===== config.mk =====
export PLATFORM = sky130hd
export DESIGN_NAME = calendar_date_stepper_core_flat
export DESIGN_NICKNAME = d
export VERILOG_FILES = /design/src/rtl/cds_pkg.sv /design/src/rtl/cds_req_if.sv /design/src/rtl/cds_rsp_if.sv /design/src/rtl/calendar_date_stepper_core.sv /design/src/rtl/cds_step_unit.sv /design/src/flat_wrapper.sv
export SDC_FILE = /design/constraint.sdc
export NUM_CORES = 1
export LEC_CHECK = 0
export CAP_MARGIN = 30
export CORE_AREA = 2 2 141 198
export DETAILED_ROUTE_END_ITERATION = 10
export DIE_AREA = 0 0 143 200
export DONT_BUFFER_PORTS = 1
export PLACE_DENSITY = 0.56
export SYNTH_ARGS = -nofsm -noshare
export SYNTH_HDL_FRONTEND = slang
export SYNTH_SLANG_ARGS = --single-unit

===== constraint.sdc =====
create_clock -name clk -period 15.8 [get_ports clk]
set_input_delay 3.16 -clock clk [delete_from_list [all_inputs] [get_ports clk]]
set_output_delay 3.16 -clock clk [all_outputs]
set_load 0.02 [all_outputs]

===== src/rtl/cds_pkg.sv =====
`default_nettype none

package cds_pkg;

  localparam int CMD_W       = 2;
  localparam int DAY_W       = 5;
  localparam int MONTH_W     = 4;
  localparam int YEAR_W      = 14;
  localparam int STATUS_W    = 2;
  localparam int STEP_DAYS_W = 16;
  localparam int MOD400_W    = 9;

  localparam int STEP_WIDTH_DEFAULT = 16;
  localparam int YEAR_LIMIT_DEFAULT = 10000;

  localparam logic [CMD_W-1:0] CMD_LOAD = 2'd0;
  localparam logic [CMD_W-1:0] CMD_FWD  = 2'd1;
  localparam logic [CMD_W-1:0] CMD_BWD  = 2'd2;

  localparam logic [STATUS_W-1:0] STATUS_OK       = 2'd0;
  localparam logic [STATUS_W-1:0] STATUS_BAD_LOAD = 2'd1;
  localparam logic [STATUS_W-1:0] STATUS_CLAMPED  = 2'd2;

  localparam logic [MONTH_W-1:0] MONTH_JAN = 4'd1;
  localparam logic [MONTH_W-1:0] MONTH_FEB = 4'd2;
  localparam logic [MONTH_W-1:0] MONTH_DEC = 4'd12;

  localparam logic [DAY_W-1:0] DAY_FIRST = 5'd1;
  localparam logic [DAY_W-1:0] DAY_LAST  = 5'd31;

  localparam int LEAP_CYCLE = 400;

  // Held date plus the year modulo 400, kept alongside so the leap rule
  // needs no divider.
  typedef struct packed {
    logic [DAY_W-1:0]    day;
    logic [MONTH_W-1:0]  month;
    logic [YEAR_W-1:0]   year;
    logic [MOD400_W-1:0] mod400;
  } date_t;

  typedef struct packed {
    logic finish;
    logic clamped;
  } step_flags_t;

  function automatic logic is_leap(input logic [MOD400_W-1:0] m);
    logic by_four;
    logic century;
    by_four = (m[1:0] == 2'd0);
    century = (m == 9'd100) || (m == 9'd200) || (m == 9'd300);
    return by_four && !century;
  endfunction

  function automatic logic [DAY_W-1:0] month_len(input logic [MONTH_W-1:0] m,
                                                 input logic leap);
    logic [DAY_W-1:0] len;
    case (m) inside
      4'd1, 4'd3, 4'd5, 4'd7, 4'd8, 4'd10, 4'd12: len = 5'd31;
      4'd4, 4'd6, 4'd9, 4'd11:                    len = 5'd30;
      MONTH_FEB:                                  len = leap ? 5'd29 : 5'd28;
      default:                                    len = 5'd0;
    endcase
    return len;
  endfunction

endpackage

`default_nettype wire


===== src/rtl/cds_req_if.sv =====
`default_nettype none

interface cds_req_if import cds_pkg::*; ();
  logic                   valid;
  logic                   ready;
  logic [CMD_W-1:0]       cmd;
  logic [DAY_W-1:0]       load_day;
  logic [MONTH_W-1:0]     load_month;
  logic [YEAR_W-1:0]      load_year;
  logic [STEP_DAYS_W-1:0] step_days;

  modport source (output valid, cmd, load_day, load_month, load_year, step_days,
                  input ready);
  modport sink   (input valid, cmd, load_day, load_month, load_year, step_days,
                  output ready);
endinterface

`default_nettype wire


===== src/rtl/cds_rsp_if.sv =====
`default_nettype none

interface cds_rsp_if import cds_pkg::*; ();
  logic                valid;
  logic                ready;
  logic [DAY_W-1:0]    out_day;
  logic [MONTH_W-1:0]  out_month;
  logic [YEAR_W-1:0]   out_year;
  logic [STATUS_W-1:0] status;

  modport source (output valid, out_day, out_month, out_year, status, input ready);
  modport sink   (input valid, out_day, out_month, out_year, status, output ready);
endinterface

`default_nettype wire


===== src/rtl/calendar_date_stepper_core.sv =====
`default_nettype none

// Calendar date stepper. Holds one Gregorian date (reset: 1 January of year 1)
// and takes one request word at a time: load a date, or move it forward or
// backward by step_days days. Each request gives one response word with the
// held date after the step and a status (ok, load rejected, clamped at the
// year limits). The block takes no request while one is in progress. A load
// goes through its steps in order: a reciprocal multiply gives the year
// divided by 400, one subtract gives the year modulo 400 for the leap rule,
// then a check state. A move walks one month per cycle through the shared
// month step unit; a clamped move stops early. An unused command answers
// with the held date. The response sits in an output register, so the next
// request may be accepted while the previous response still waits.
module calendar_date_stepper_core import cds_pkg::*; #(
  parameter int STEP_WIDTH = STEP_WIDTH_DEFAULT,
  parameter int YEAR_LIMIT = YEAR_LIMIT_DEFAULT
) (
  input  wire logic clk,
  input  wire logic rst,
  cds_req_if.sink   req,
  cds_rsp_if.source rsp
);

  // Only the low bits of step_days that fit both the port and STEP_WIDTH count.
  localparam int LEFT_W = (STEP_WIDTH < STEP_DAYS_W) ? STEP_WIDTH : STEP_DAYS_W;

  // Year over 400 by a reciprocal multiply; exact for every year the load
  // port can carry.
  localparam int RECIP_SHIFT = 22;
  localparam int RECIP_400   = ((1 << RECIP_SHIFT) + LEAP_CYCLE - 1) / LEAP_CYCLE;
  localparam int QUO_W       = $clog2(((1 << YEAR_W) - 1) / LEAP_CYCLE + 1);

  localparam logic [2:0] ST_IDLE = 3'd0;
  localparam logic [2:0] ST_DIV  = 3'd1;
  localparam logic [2:0] ST_CHK  = 3'd2;
  localparam logic [2:0] ST_WALK = 3'd3;
  localparam logic [2:0] ST_DONE = 3'd4;
  localparam logic [2:0] ST_REM  = 3'd5;

  logic [2:0]          state;
  date_t               cur;
  logic                backward;
  logic [LEFT_W-1:0]   left;
  logic [STATUS_W-1:0] status_r;

  logic [DAY_W-1:0]    ld_day;
  logic [MONTH_W-1:0]  ld_month;
  logic [YEAR_W-1:0]   ld_year;
  logic [QUO_W-1:0]    quo;
  logic [MOD400_W-1:0] rem;

  date_t               cur_next;
  logic [LEFT_W-1:0]   left_next;
  step_flags_t         flags;

  logic [QUO_W-1:0]    quo_calc;
  logic [YEAR_W-1:0]   quo_x400;
  logic [DAY_W-1:0]    ld_len;
  logic                ld_valid;

  cds_step_unit #(
    .LEFT_W     (LEFT_W),
    .YEAR_LIMIT (YEAR_LIMIT)
  ) u_step (
    .cur       (cur),
    .backward  (backward),
    .left      (left),
    .nxt       (cur_next),
    .left_next (left_next),
    .flags     (flags)
  );

  assign req.ready = (state == ST_IDLE);

  // Reciprocal quotient, remainder product and load check.
  always_comb begin
    quo_calc = QUO_W'(((2*YEAR_W)'(ld_year) * (2*YEAR_W)'(RECIP_400)) >> RECIP_SHIFT);
    quo_x400 = YEAR_W'(quo) * YEAR_W'(LEAP_CYCLE);
    ld_len   = month_len(ld_month, is_leap(rem));
    ld_valid = (ld_len != '0) && (ld_day != '0) && (ld_day <= ld_len) &&
               (ld_year != '0) && (ld_year <= YEAR_W'(YEAR_LIMIT));
  end

  // Sequencer.
  always_ff @(posedge clk) begin
    if (rst) begin
      state      <= ST_IDLE;
      cur.day    <= DAY_FIRST;
      cur.month  <= MONTH_JAN;
      cur.year   <= YEAR_W'(1);
      cur.mod400 <= MOD400_W'(1);
    end else begin
      case (state)
        ST_IDLE: begin
          if (req.valid) begin
            ld_day   <= req.load_day;
            ld_month <= req.load_month;
            ld_year  <= req.load_year;
            left     <= req.step_days[LEFT_W-1:0];
            backward <= (req.cmd == CMD_BWD);
            status_r <= STATUS_OK;
            case (req.cmd)
              CMD_LOAD:         state <= ST_DIV;
              CMD_FWD, CMD_BWD: state <= ST_WALK;
              default:          state <= ST_DONE;
            endcase
          end
        end
        ST_DIV: begin
          // Hold the year over 400.
          quo   <= quo_calc;
          state <= ST_REM;
        end
        ST_REM: begin
          // Drop 400 times the quotient to leave the year modulo 400.
          rem   <= MOD400_W'(ld_year - quo_x400);
          state <= ST_CHK;
        end
        ST_CHK: begin
          // Commit a good load; keep the held date on a bad one.
          if (ld_valid) begin
            cur.day    <= ld_day;
            cur.month  <= ld_month;
            cur.year   <= ld_year;
            cur.mod400 <= rem;
            status_r   <= STATUS_OK;
          end else begin
            status_r   <= STATUS_BAD_LOAD;
          end
          state <= ST_DONE;
        end
        ST_WALK: begin
          // Advance one month per cycle until the count runs out or the move clamps.
          cur  <= cur_next;
          left <= left_next;
          if (flags.finish) begin
            status_r <= flags.clamped ? STATUS_CLAMPED : STATUS_OK;
            state    <= ST_DONE;
          end
        end
        ST_DONE: begin
          // Hold here until the output register is free.
          if (!rsp.valid || rsp.ready) begin
            state <= ST_IDLE;
          end
        end
        default: state <= ST_IDLE;
      endcase
    end
  end

  // Response register.
  always_ff @(posedge clk) begin
    if (rst) begin
      rsp.valid <= 1'b0;
    end else if (state == ST_DONE && (!rsp.valid || rsp.ready)) begin
      rsp.valid <= 1'b1;
    end else if (rsp.ready) begin
      rsp.valid <= 1'b0;
    end
  end

  always_ff @(posedge clk) begin
    if (state == ST_DONE && (!rsp.valid || rsp.ready)) begin
      rsp.out_day   <= cur.day;
      rsp.out_month <= cur.month;
      rsp.out_year  <= cur.year;
      rsp.status    <= status_r;
    end
  end

  // The held date stays a real date inside the year range.
  a_date_valid: assert property (@(posedge clk) disable iff (rst)
    (cur.day != '0) && (cur.day <= month_len(cur.month, is_leap(cur.mod400))))
    else $error("held day outside its month");

  a_year_range: assert property (@(posedge clk) disable iff (rst)
    (cur.year >= YEAR_W'(1)) && (cur.year <= YEAR_W'(YEAR_LIMIT)))
    else $error("held year outside range");

  a_mod_track: assert property (@(posedge clk) disable iff (rst)
    cur.mod400 < MOD400_W'(LEAP_CYCLE))
    else $error("year modulo 400 out of range");

  a_rsp_from_done: assert property (@(posedge clk) disable iff (rst)
    $rose(rsp.valid) |-> $past(state) == ST_DONE)
    else $error("response raised outside done state");

  a_walk_month_step: assert property (@(posedge clk) disable iff (rst)
    (state == ST_WALK && !flags.finish) |=>
      (cur.day == DAY_FIRST) || (cur.day >= 5'd28))
    else $error("month crossing left a middle day");

endmodule

`default_nettype wire


===== src/rtl/cds_step_unit.sv =====
`default_nettype none

// One month of a move: either finish inside the current month or cross
// into the next (or previous) month, clamping at the year limits.
module cds_step_unit import cds_pkg::*; #(
  parameter int LEFT_W     = STEP_WIDTH_DEFAULT,
  parameter int YEAR_LIMIT = YEAR_LIMIT_DEFAULT
) (
  input  date_t             cur,
  input  logic              backward,
  input  logic [LEFT_W-1:0] left,
  output date_t             nxt,
  output logic [LEFT_W-1:0] left_next,
  output step_flags_t       flags
);

  localparam int CW = (LEFT_W > 6) ? LEFT_W : 6;
  localparam logic [MOD400_W-1:0] LIMIT_MOD = MOD400_W'(YEAR_LIMIT % LEAP_CYCLE);
  localparam logic [MOD400_W-1:0] MOD_LAST  = MOD400_W'(LEAP_CYCLE - 1);

  logic [DAY_W-1:0]   ml;
  logic [DAY_W-1:0]   ml_prev;
  logic [DAY_W-1:0]   room;
  logic [MONTH_W-1:0] prev_month;
  logic [CW-1:0]      left_ext;

  always_comb begin
    ml         = month_len(cur.month, is_leap(cur.mod400));
    prev_month = cur.month - MONTH_W'(1);
    ml_prev    = month_len(prev_month, is_leap(cur.mod400));
    room       = ml - cur.day;
    left_ext   = CW'(left);
    nxt        = cur;
    left_next  = left;
    flags      = '0;
    if (!backward) begin
      if (left_ext <= CW'(room)) begin
        nxt.day      = cur.day + left_ext[DAY_W-1:0];
        flags.finish = 1'b1;
      end else begin
        left_next = LEFT_W'(left_ext - CW'(room) - CW'(1));
        nxt.day   = DAY_FIRST;
        if (cur.month == MONTH_DEC) begin
          if (cur.year >= YEAR_W'(YEAR_LIMIT)) begin
            nxt.day       = DAY_LAST;
            nxt.month     = MONTH_DEC;
            nxt.year      = YEAR_W'(YEAR_LIMIT);
            nxt.mod400    = LIMIT_MOD;
            flags.finish  = 1'b1;
            flags.clamped = 1'b1;
          end else begin
            nxt.month  = MONTH_JAN;
            nxt.year   = cur.year + YEAR_W'(1);
            nxt.mod400 = (cur.mod400 == MOD_LAST) ? '0 : cur.mod400 + MOD400_W'(1);
          end
        end else begin
          nxt.month = cur.month + MONTH_W'(1);
        end
      end
    end else begin
      if (left_ext < CW'(cur.day)) begin
        nxt.day      = cur.day - left_ext[DAY_W-1:0];
        flags.finish = 1'b1;
      end else begin
        left_next = LEFT_W'(left_ext - CW'(cur.day));
        if (cur.month == MONTH_JAN) begin
          if (cur.year <= YEAR_W'(1)) begin
            nxt.day       = DAY_FIRST;
            nxt.month     = MONTH_JAN;
            nxt.year      = YEAR_W'(1);
            nxt.mod400    = MOD400_W'(1);
            flags.finish  = 1'b1;
            flags.clamped = 1'b1;
          end else begin
            nxt.day    = DAY_LAST;
            nxt.month  = MONTH_DEC;
            nxt.year   = cur.year - YEAR_W'(1);
            nxt.mod400 = (cur.mod400 == '0) ? MOD_LAST : cur.mod400 - MOD400_W'(1);
          end
        end else begin
          nxt.month = prev_month;
          nxt.day   = ml_prev;
        end
      end
    end
  end

endmodule

`default_nettype wire


===== src/flat_wrapper.sv =====
// flat-port wrapper written by rule: the top's interface ports become plain ports
module calendar_date_stepper_core_flat import cds_pkg::*;
#(
  parameter int STEP_WIDTH = STEP_WIDTH_DEFAULT,
  parameter int YEAR_LIMIT = YEAR_LIMIT_DEFAULT
)
  (clk, rst, req_valid, req_cmd, req_load_day, req_load_month, req_load_year, req_step_days, req_ready, rsp_valid, rsp_out_day, rsp_out_month, rsp_out_year, rsp_status, rsp_ready);
  cds_req_if req_i ();
  cds_rsp_if rsp_i ();
  input  wire logic clk;
  input  wire logic rst;
  input wire logic [$bits(req_i.valid)-1:0] req_valid;
  input wire logic [$bits(req_i.cmd)-1:0] req_cmd;
  input wire logic [$bits(req_i.load_day)-1:0] req_load_day;
  input wire logic [$bits(req_i.load_month)-1:0] req_load_month;
  input wire logic [$bits(req_i.load_year)-1:0] req_load_year;
  input wire logic [$bits(req_i.step_days)-1:0] req_step_days;
  output wire logic [$bits(req_i.ready)-1:0] req_ready;
  output wire logic [$bits(rsp_i.valid)-1:0] rsp_valid;
  output wire logic [$bits(rsp_i.out_day)-1:0] rsp_out_day;
  output wire logic [$bits(rsp_i.out_month)-1:0] rsp_out_month;
  output wire logic [$bits(rsp_i.out_year)-1:0] rsp_out_year;
  output wire logic [$bits(rsp_i.status)-1:0] rsp_status;
  input wire logic [$bits(rsp_i.ready)-1:0] rsp_ready;
  assign req_i.valid = req_valid;
  assign req_i.cmd = req_cmd;
  assign req_i.load_day = req_load_day;
  assign req_i.load_month = req_load_month;
  assign req_i.load_year = req_load_year;
  assign req_i.step_days = req_step_days;
  assign req_ready = req_i.ready;
  assign rsp_valid = rsp_i.valid;
  assign rsp_out_day = rsp_i.out_day;
  assign rsp_out_month = rsp_i.out_month;
  assign rsp_out_year = rsp_i.out_year;
  assign rsp_status = rsp_i.status;
  assign rsp_i.ready = rsp_ready;
  calendar_date_stepper_core #(.STEP_WIDTH(STEP_WIDTH), .YEAR_LIMIT(YEAR_LIMIT)) u_core (.clk(clk), .rst(rst), .req(req_i), .rsp(rsp_i));
endmodule

# Yosys cells after proc, flatten, opt, wreduce, memory -nomap -nowiden

Cells that the tools add are included.

Add/subtract/negate cells: 13
Multipliers: 2
Divide/modulo/power cells: 0
Order comparisons: 6
Equality and inequality tests: 58
Shift-type cells: 0
Mux-type cells: 54
Bitwise gates (word level): 1
Reductions and logical operators: 43

Operator list:

| operator                                                               | number |
|---|---|
| 32-bit two-way mux                                                     | 3 |
| 27-bit two-way mux                                                     | 3 |
| 5-bit two-way mux                                                      | 13 |
| 16-bit two-way mux                                                     | 4 |
| 32-bit case mux with 2 select lines                                    | 1 |
| 4-bit equality test (second input constant)                            | 15 |
| 4-bit by 3-bit equality test with 1-bit output (second input constant) | 12 |
| 23-bit two-way mux                                                     | 2 |
| 16-bit case mux with 2 select lines                                    | 1 |
| 16-bit by 5-bit subtractor with 16-bit output                          | 2 |
| 9-bit equality test (second input constant)                            | 3 |
| 14-bit by 13-bit multiplier with 27-bit output (second input constant) | 1 |
| 9-bit two-way mux                                                      | 3 |
| 4-bit by 2-bit equality test with 1-bit output (second input constant) | 6 |
| 7-bit OR reduction                                                     | 3 |
| 9-bit by 7-bit equality test with 1-bit output (second input constant) | 2 |
| 9-bit by 8-bit equality test with 1-bit output (second input constant) | 2 |
| 3-bit case mux with 6 select lines                                     | 1 |
| 16-bit by 5-bit <= comparator with 1-bit output                        | 1 |
| 16-bit by 5-bit less-than comparator with 1-bit output                 | 1 |
| 2-bit two-way mux                                                      | 8 |
| 16-bit by 1-bit subtractor with 16-bit output (second input constant)  | 1 |
| 14-bit by 1-bit adder with 14-bit output (second input constant)       | 1 |
| 14-bit greater-or-equal comparator (second input constant)             | 1 |
| other kinds (45)                                                       | 87 |

Bits in registers: 118
Latch bits: 0
Memory bits (writable): 0
ROM bits: 0
Input port bits: 45
Output and inout bits: 27
Logic and storage cells: 195
Memories: 0

# Logic depth before layout (Yosys ltp)

Word-level depth: 16
Depth in mapped cells: 23
Gate-level depth less buffers: 21

# Modules after synthesis

A second synthesis with hierarchy kept.

Cells, all modules: 1290
Area, all modules: 11935.2 µm²

Modules (own cells, without submodules):

| module                     | instances | cells each | area each (µm²) |
|---|---|---|---|
| calendar_date_stepper_core | 1         | 764        | 8550.7 |
| cds_step_unit              | 1         | 526        | 3384.5 |

# Worst setup path after synthesis

OpenSTA, ideal clock, no wires.

Kind: register -> register
Start point: reg, netlist name u_core.cur[24]
End point: reg u_core.left[0], enable pin
Setup time: 409 ps
Arrival: 4816 ps
Required time: 15391 ps
Path slack: 10574 ps
Cell stages (with the launch flop): 23
Clock period less this slack: 5226 ps
Cell sequence: dfxtp_1 -> inv_1 -> ha_1 -> clkbuf_1 -> nor3_1 -> a21oi_1 -> nor2_1 -> a21oi_1 -> inv_1 -> o21ai_0 -> ha_1 -> a21o_1 -> a21oi_1 -> xnor2_1 -> xnor2_1 -> ha_1 -> and4b_1 -> o21ai_0 -> a32oi_1 -> nor3_1 -> nor2_1 -> a31oi_1 -> nor3_1

Word-level cells in the longest chain between the ends: 8
Elaborated cells between the ends (all ways): 21
Classes of those cells: 1 x add/sub; 1 x order compare; 13 x eq/ne; 3 x mux; 3 x reduce/logical

Ends and longest elaborated chain:

| item                                                                   | RTL line                          | text |
|---|---|---|
| 4-bit by 3-bit equality test with 1-bit output (tied with other cells) | cds_step_unit.sv:28               | `ml = month_len(cur.month, is_leap(cur.mod400));` |
| 4-bit OR reduction or 5-bit two-way mux (tied branches)                | cds_pkg.sv:58                     | `case (m) inside` |
| 5-bit two-way mux                                                      | cds_pkg.sv:58                     |  |
| 5-bit two-way mux *                                                    | cds_pkg.sv:58                     |  |
| 5-bit subtractor *                                                     | cds_step_unit.sv:31               | `room = ml - cur.day;` |
| 16-bit by 5-bit <= comparator with 1-bit output *                      | cds_step_unit.sv:37               | `if (left_ext <= CW'(room)) begin` |
| 3-bit by 2-bit inequality test with 1-bit output (no line) *           | -                                 |  |
| 5-bit AND reduction (no line) *                                        | -                                 |  |
| end signal: assignment                                                 | calendar_date_stepper_core.sv:99  | `left <= req.step_days[LEFT_W-1:0];` |
| end signal: assignment                                                 | calendar_date_stepper_core.sv:135 | `left <= left_next;` |
| end: declaration                                                       | calendar_date_stepper_core.sv:43  | `logic [LEFT_W-1:0] left;` |

Every way passes the cells marked *; elsewhere a longest branch is shown, timed or not.
A chain may end at the register's enable or synchronous reset.

# Worst setup path in the final report

Start point: reg u_core.ld_year[10]
End point: reg u_core.quo[4] (data pin)

Word-level cells in the longest chain between the ends: 1

Ends and longest elaborated chain:

| item                                           | RTL line                          | text |
|---|---|---|
| start: declaration                             | calendar_date_stepper_core.sv:48  | `logic [YEAR_W-1:0] ld_year;` |
| start signal: assignment                       | calendar_date_stepper_core.sv:98  | `ld_year <= req.load_year;` |
| 14-bit by 13-bit multiplier with 27-bit output | calendar_date_stepper_core.sv:77  | `quo_calc = QUO_W'(((2*YEAR_W)'(ld_year) * (2*YEAR_W)'(RECIP_400)) >> RECIP_SHIFT);` |
| via u_core.quo_calc[4]                         | calendar_date_stepper_core.sv:56  | `logic [QUO_W-1:0] quo_calc;` |
| end signal: assignment                         | calendar_date_stepper_core.sv:111 | `quo <= quo_calc;` |
| end: declaration                               | calendar_date_stepper_core.sv:49  | `logic [QUO_W-1:0] quo;` |

The timed path passes the listed nets, and every way through them passes these cells.

==> impl_metrics.json <==
{
  "critical_path_class": "reg -> reg",
  "reg2reg_to": "u_core.quo[4]",
  "drc": 0,
  "final_layout_size_suffix_gt1_share_pct": 5.43,
  "cts_tree": "done",
  "syn_area_per_cell_um2": 9.34,
  "area_delta_synth_final_pct": 8.59,
  "postRouteAntennaNets": 0,
  "cts.clk_slew.worst_paths_ns": 0.06,
  "setup_violations": 0,
  "core_area_um2": 26700,
  "dr_total_vias": 8680,
  "routed_wl_mm": 29.8,
  "routedWlPerCell_um": 19.3,
  "hold_viol": 0,
  "swShare_pct": 39.1,
  "place_congestion": 0.846,
  "n_antenna_cell": 0,
  "grt_pass1_wl_mm": 47.6,
  "maxCapViolations": 0,
  "setup_ws_ns": 10.18,
  "mappedNetlistNets": 1459,
  "min_period_over_period_pct": 35.5,
  "synthArstFlopShare_pct": 0,
  "cp.required_ns": 15.98,
  "crit_end": "u_core.quo[4]",
  "synth_area_leaders": "edfxtp_1 22%, ha_1 17%, fa_1 12%",
  "vdd_drop_max_mv": 0.118,
  "combPwrFrac_pct": 45.1,
  "hp-start": "u_core.status_r[1]",
  "dpl_worst_slack_ns": 10.18,
  "grt_max_degree": 49,
  "grtUsageTotal_pct": 21.9,
  "start_kind": "register",
  "clock.fmax_ghz": 0.178,
  "drtIter0Drc": 540,
  "most-common-layout-cells": "159 x inv_1, 154 x ha_1, 83 x nand2_1",
  "cp_max_fo": 8,
  "power.total_uw": 1490,
  "slowest_delay_ns": 0.57,
  "hold_buffers": 0,
  "synth-seq-cells": 117,
  "ys.flop_type": "edfxtp_1",
  "p_per_area_nw_per_um2": 123,
  "final_common_cell": "inv_1",
  "via_per_inst": 5.63,
  "regToRegStartpoint": "u_core.ld_year[10]",
  "path_cells": "ha_1 > inv_1 > fa_1 > inv_1 > fa_1 > inv_1 > fa_1 > fa_1 > inv_1 > ha_1 > a2111oi_0 > o21ai_0 > a21oi_1 > o221ai_1 > or4_1 > a31oi_1 > xnor2_1",
  "cts_root_buf": "clkbuf_16",
  "clockPowerShare_pct": 27.3,
  "synth_edf_count": 81,
  "rows": 71,
  "slew_headroom_pct": 31.3,
  "hp-class": "reg -> reg",
  "p_int_uw": 906,
  "min_path_cells": 0,
  "syn_area_um2": 11100,
  "yosysWarnings": 0,
  "pin_count": 72,
  "status": "finished clean",
  "postCtsSetupBuffers": 0,
  "die_width_um": 143,
  "cts_sinks": 117,
  "grt_setup_unrepaired": "false",
  "clkLatencyLatePin_ns": 0.45,
  "synth-seq-area-share_pct": 28.3,
  "dp_hpwl_mm": 23.1,
  "p_seq_share_pct": 27.6,
  "antenna_found_initial": 0,
  "cp-end-kind": "register",
  "cp_slowest_cell": "edfxtp_1",
  "fin_skew_ns": 0.0137,
  "fin_nets": 1432,
  "synth.top_cell.area_share_pct": 21.8,
  "worst_pin_slew_ns": 1.02,
  "p_switching_uw": 581,
  "cp.arrival_ns": 5.80,
  "crit_start": "u_core.ld_year[10]",
  "start_util_pct": 41.6,
  "cts_max_level": 4,
  "yosysTopAreaCell": "edfxtp_1",
  "cts_buffers": 17,
  "port_buffers": 0,
  "dieArea_um2": 28600,
  "first_pass_iters": 6,
  "die_h_um": 200,
  "r2r_cells": 17,
  "clk_path_buf_depth": 2,
  "num-fill-cells": 2605,
  "grt_pass1_vias": 8642,
  "globalRouteOverflowTotal": 0,
  "period_minus_slack_ns": 5.62,
  "cts_resized": 0,
  "power.leakage_uw": 0.00502,
  "synth_cell_types": 79,
  "rrSetupSlack_ns": 10.18,
  "synthCells": 1192,
  "tns_ns": 0,
  "drv_slew": 0
}
-- worst min path at each step --
stage                           end  slack (ns)
5_1_grt        u_core.rsp.status[1]        0.44
2_1_floorplan  u_core.rsp.status[0]        0.40
6_report       u_core.rsp.status[1]        0.42
3_5_place_dp   u_core.rsp.status[1]        0.41
3_3_place_gp   u_core.rsp.status[1]        0.40
4_1_cts        u_core.rsp.status[1]        0.42
-- power groups by stage --
| stage | Clock (µW) | Sequential [µW] | Combinational (µW) |
|---|---|---|---|
| final | 407 | 410 | 671 |
| after global routing | 427 | 414 | 777 |
| after CTS | 415 | 410 | 680 |
| after detailed placement | 0 | 416 | 672 |
| after global placement | 0 | 415 | 664 |
| after floorplan | 0 | 393 | 511 |
-- sequential cells by signal (all words and copies together), names as in the netlist --
name,count
u_core.state,3
u_core.rsp.out_year,14
u_core.quo,5
u_core.ld_month,4
u_core.rsp.valid,1
u_core.ld_day,5
u_core.status_r,2
u_core.ld_year,14
u_core.cur,32
u_core.rsp.out_month,4
u_core.rem,9
u_core.backward,1
u_core.left,16
u_core.rsp.status,2
u_core.rsp.out_day,5
-- worst max-delay path, delay by kind of cell (launching register included) --
kind,cells,cell delay [ns]
adders and majority gates,6,2.73
AOI/OAI and AO/OA,5,1.27
DFF,1,0.57
and+or+nand+nor,1,0.46
buffers and inverters,4,0.21
xor gates and xnor gates,1,0.10
-- final cells by class --
| type | instances | area [µm²] | share of cell area, % |
|---|---|---|---|
| multi-input combinational | 856 | 7170 | 59.3 |
| clock inverter | 9 | 123 | 1.01 |
| inverter | 160 | 601 | 4.97 |
| tap | 365 | 457 | 3.78 |
| clock buffer | 23 | 489 | 4.05 |
| timing repair buffer | 13 | 95.1 | 0.787 |
| sequential | 117 | 3150 | 26.1 |
-- routing by layer --
layer,track usage [%],vias up,share of wire (%),routed length [µm]
li1,-,4192,-,-
met5,0,-,0,0
met4,8.21,0,2.4,711
met2,39.4,217,53,15600
met3,3.15,44,3.2,942
met1,26.4,4227,42,12500
-- per-stage QoR --
step	cells	area (µm²)	hold slack, ns	utilization (%)
final	1543	12100	0.419	45.2
after global routing	1543	12100	0.444	45.2
after CTS	1543	12100	0.419	45.2
after detailed placement	1511	11500	0.406	42.9
after global placement	1509	11500	0.405	42.9
after floorplan	1192	11100	0.400	-
-- Yosys cell counts (6+ instances only) --
master and number:
or3_1 12, a31oi_1 18, nor4_1 15, o211ai_1 19, a21oi_1 67, a221oi_1 8
and3_1 8, a221o_1 8, fa_1 68, a21o_1 10, nand3_1 26, nor2b_1 10
nand4_1 8, dfxtp_1 36, o221ai_1 13, nor2_1 77, o21ai_0 48, a211oi_1 8
or4_1 8, edfxtp_1 81, nor3_1 27, clkbuf_1 51, and2_1 6, nand2b_1 8
o22ai_1 6, xor2_1 9, xnor2_1 35, nand2_1 83, ha_1 154, o31ai_1 6
inv_1 159
-- logic make-up (layout without fill, tap and decap cells) --
group | count (synthesis) | in the layout | synth area share, %
AO/OA/AOI/OAI | 272 | 272 | 16.7
flip-flops | 117 | 117 | 28.3
AND/OR/NAND/NOR | 315 | 315 | 14.3
adder cells (fa/ha/maj) | 222 | 222 | 29.5
multiplexers | 3 | 3 | 0.281
XOR/XNOR | 44 | 44 | 3.46
buffers and inverters | 219 | 205 | 7.45
Power figures use the tool's default switching activity.
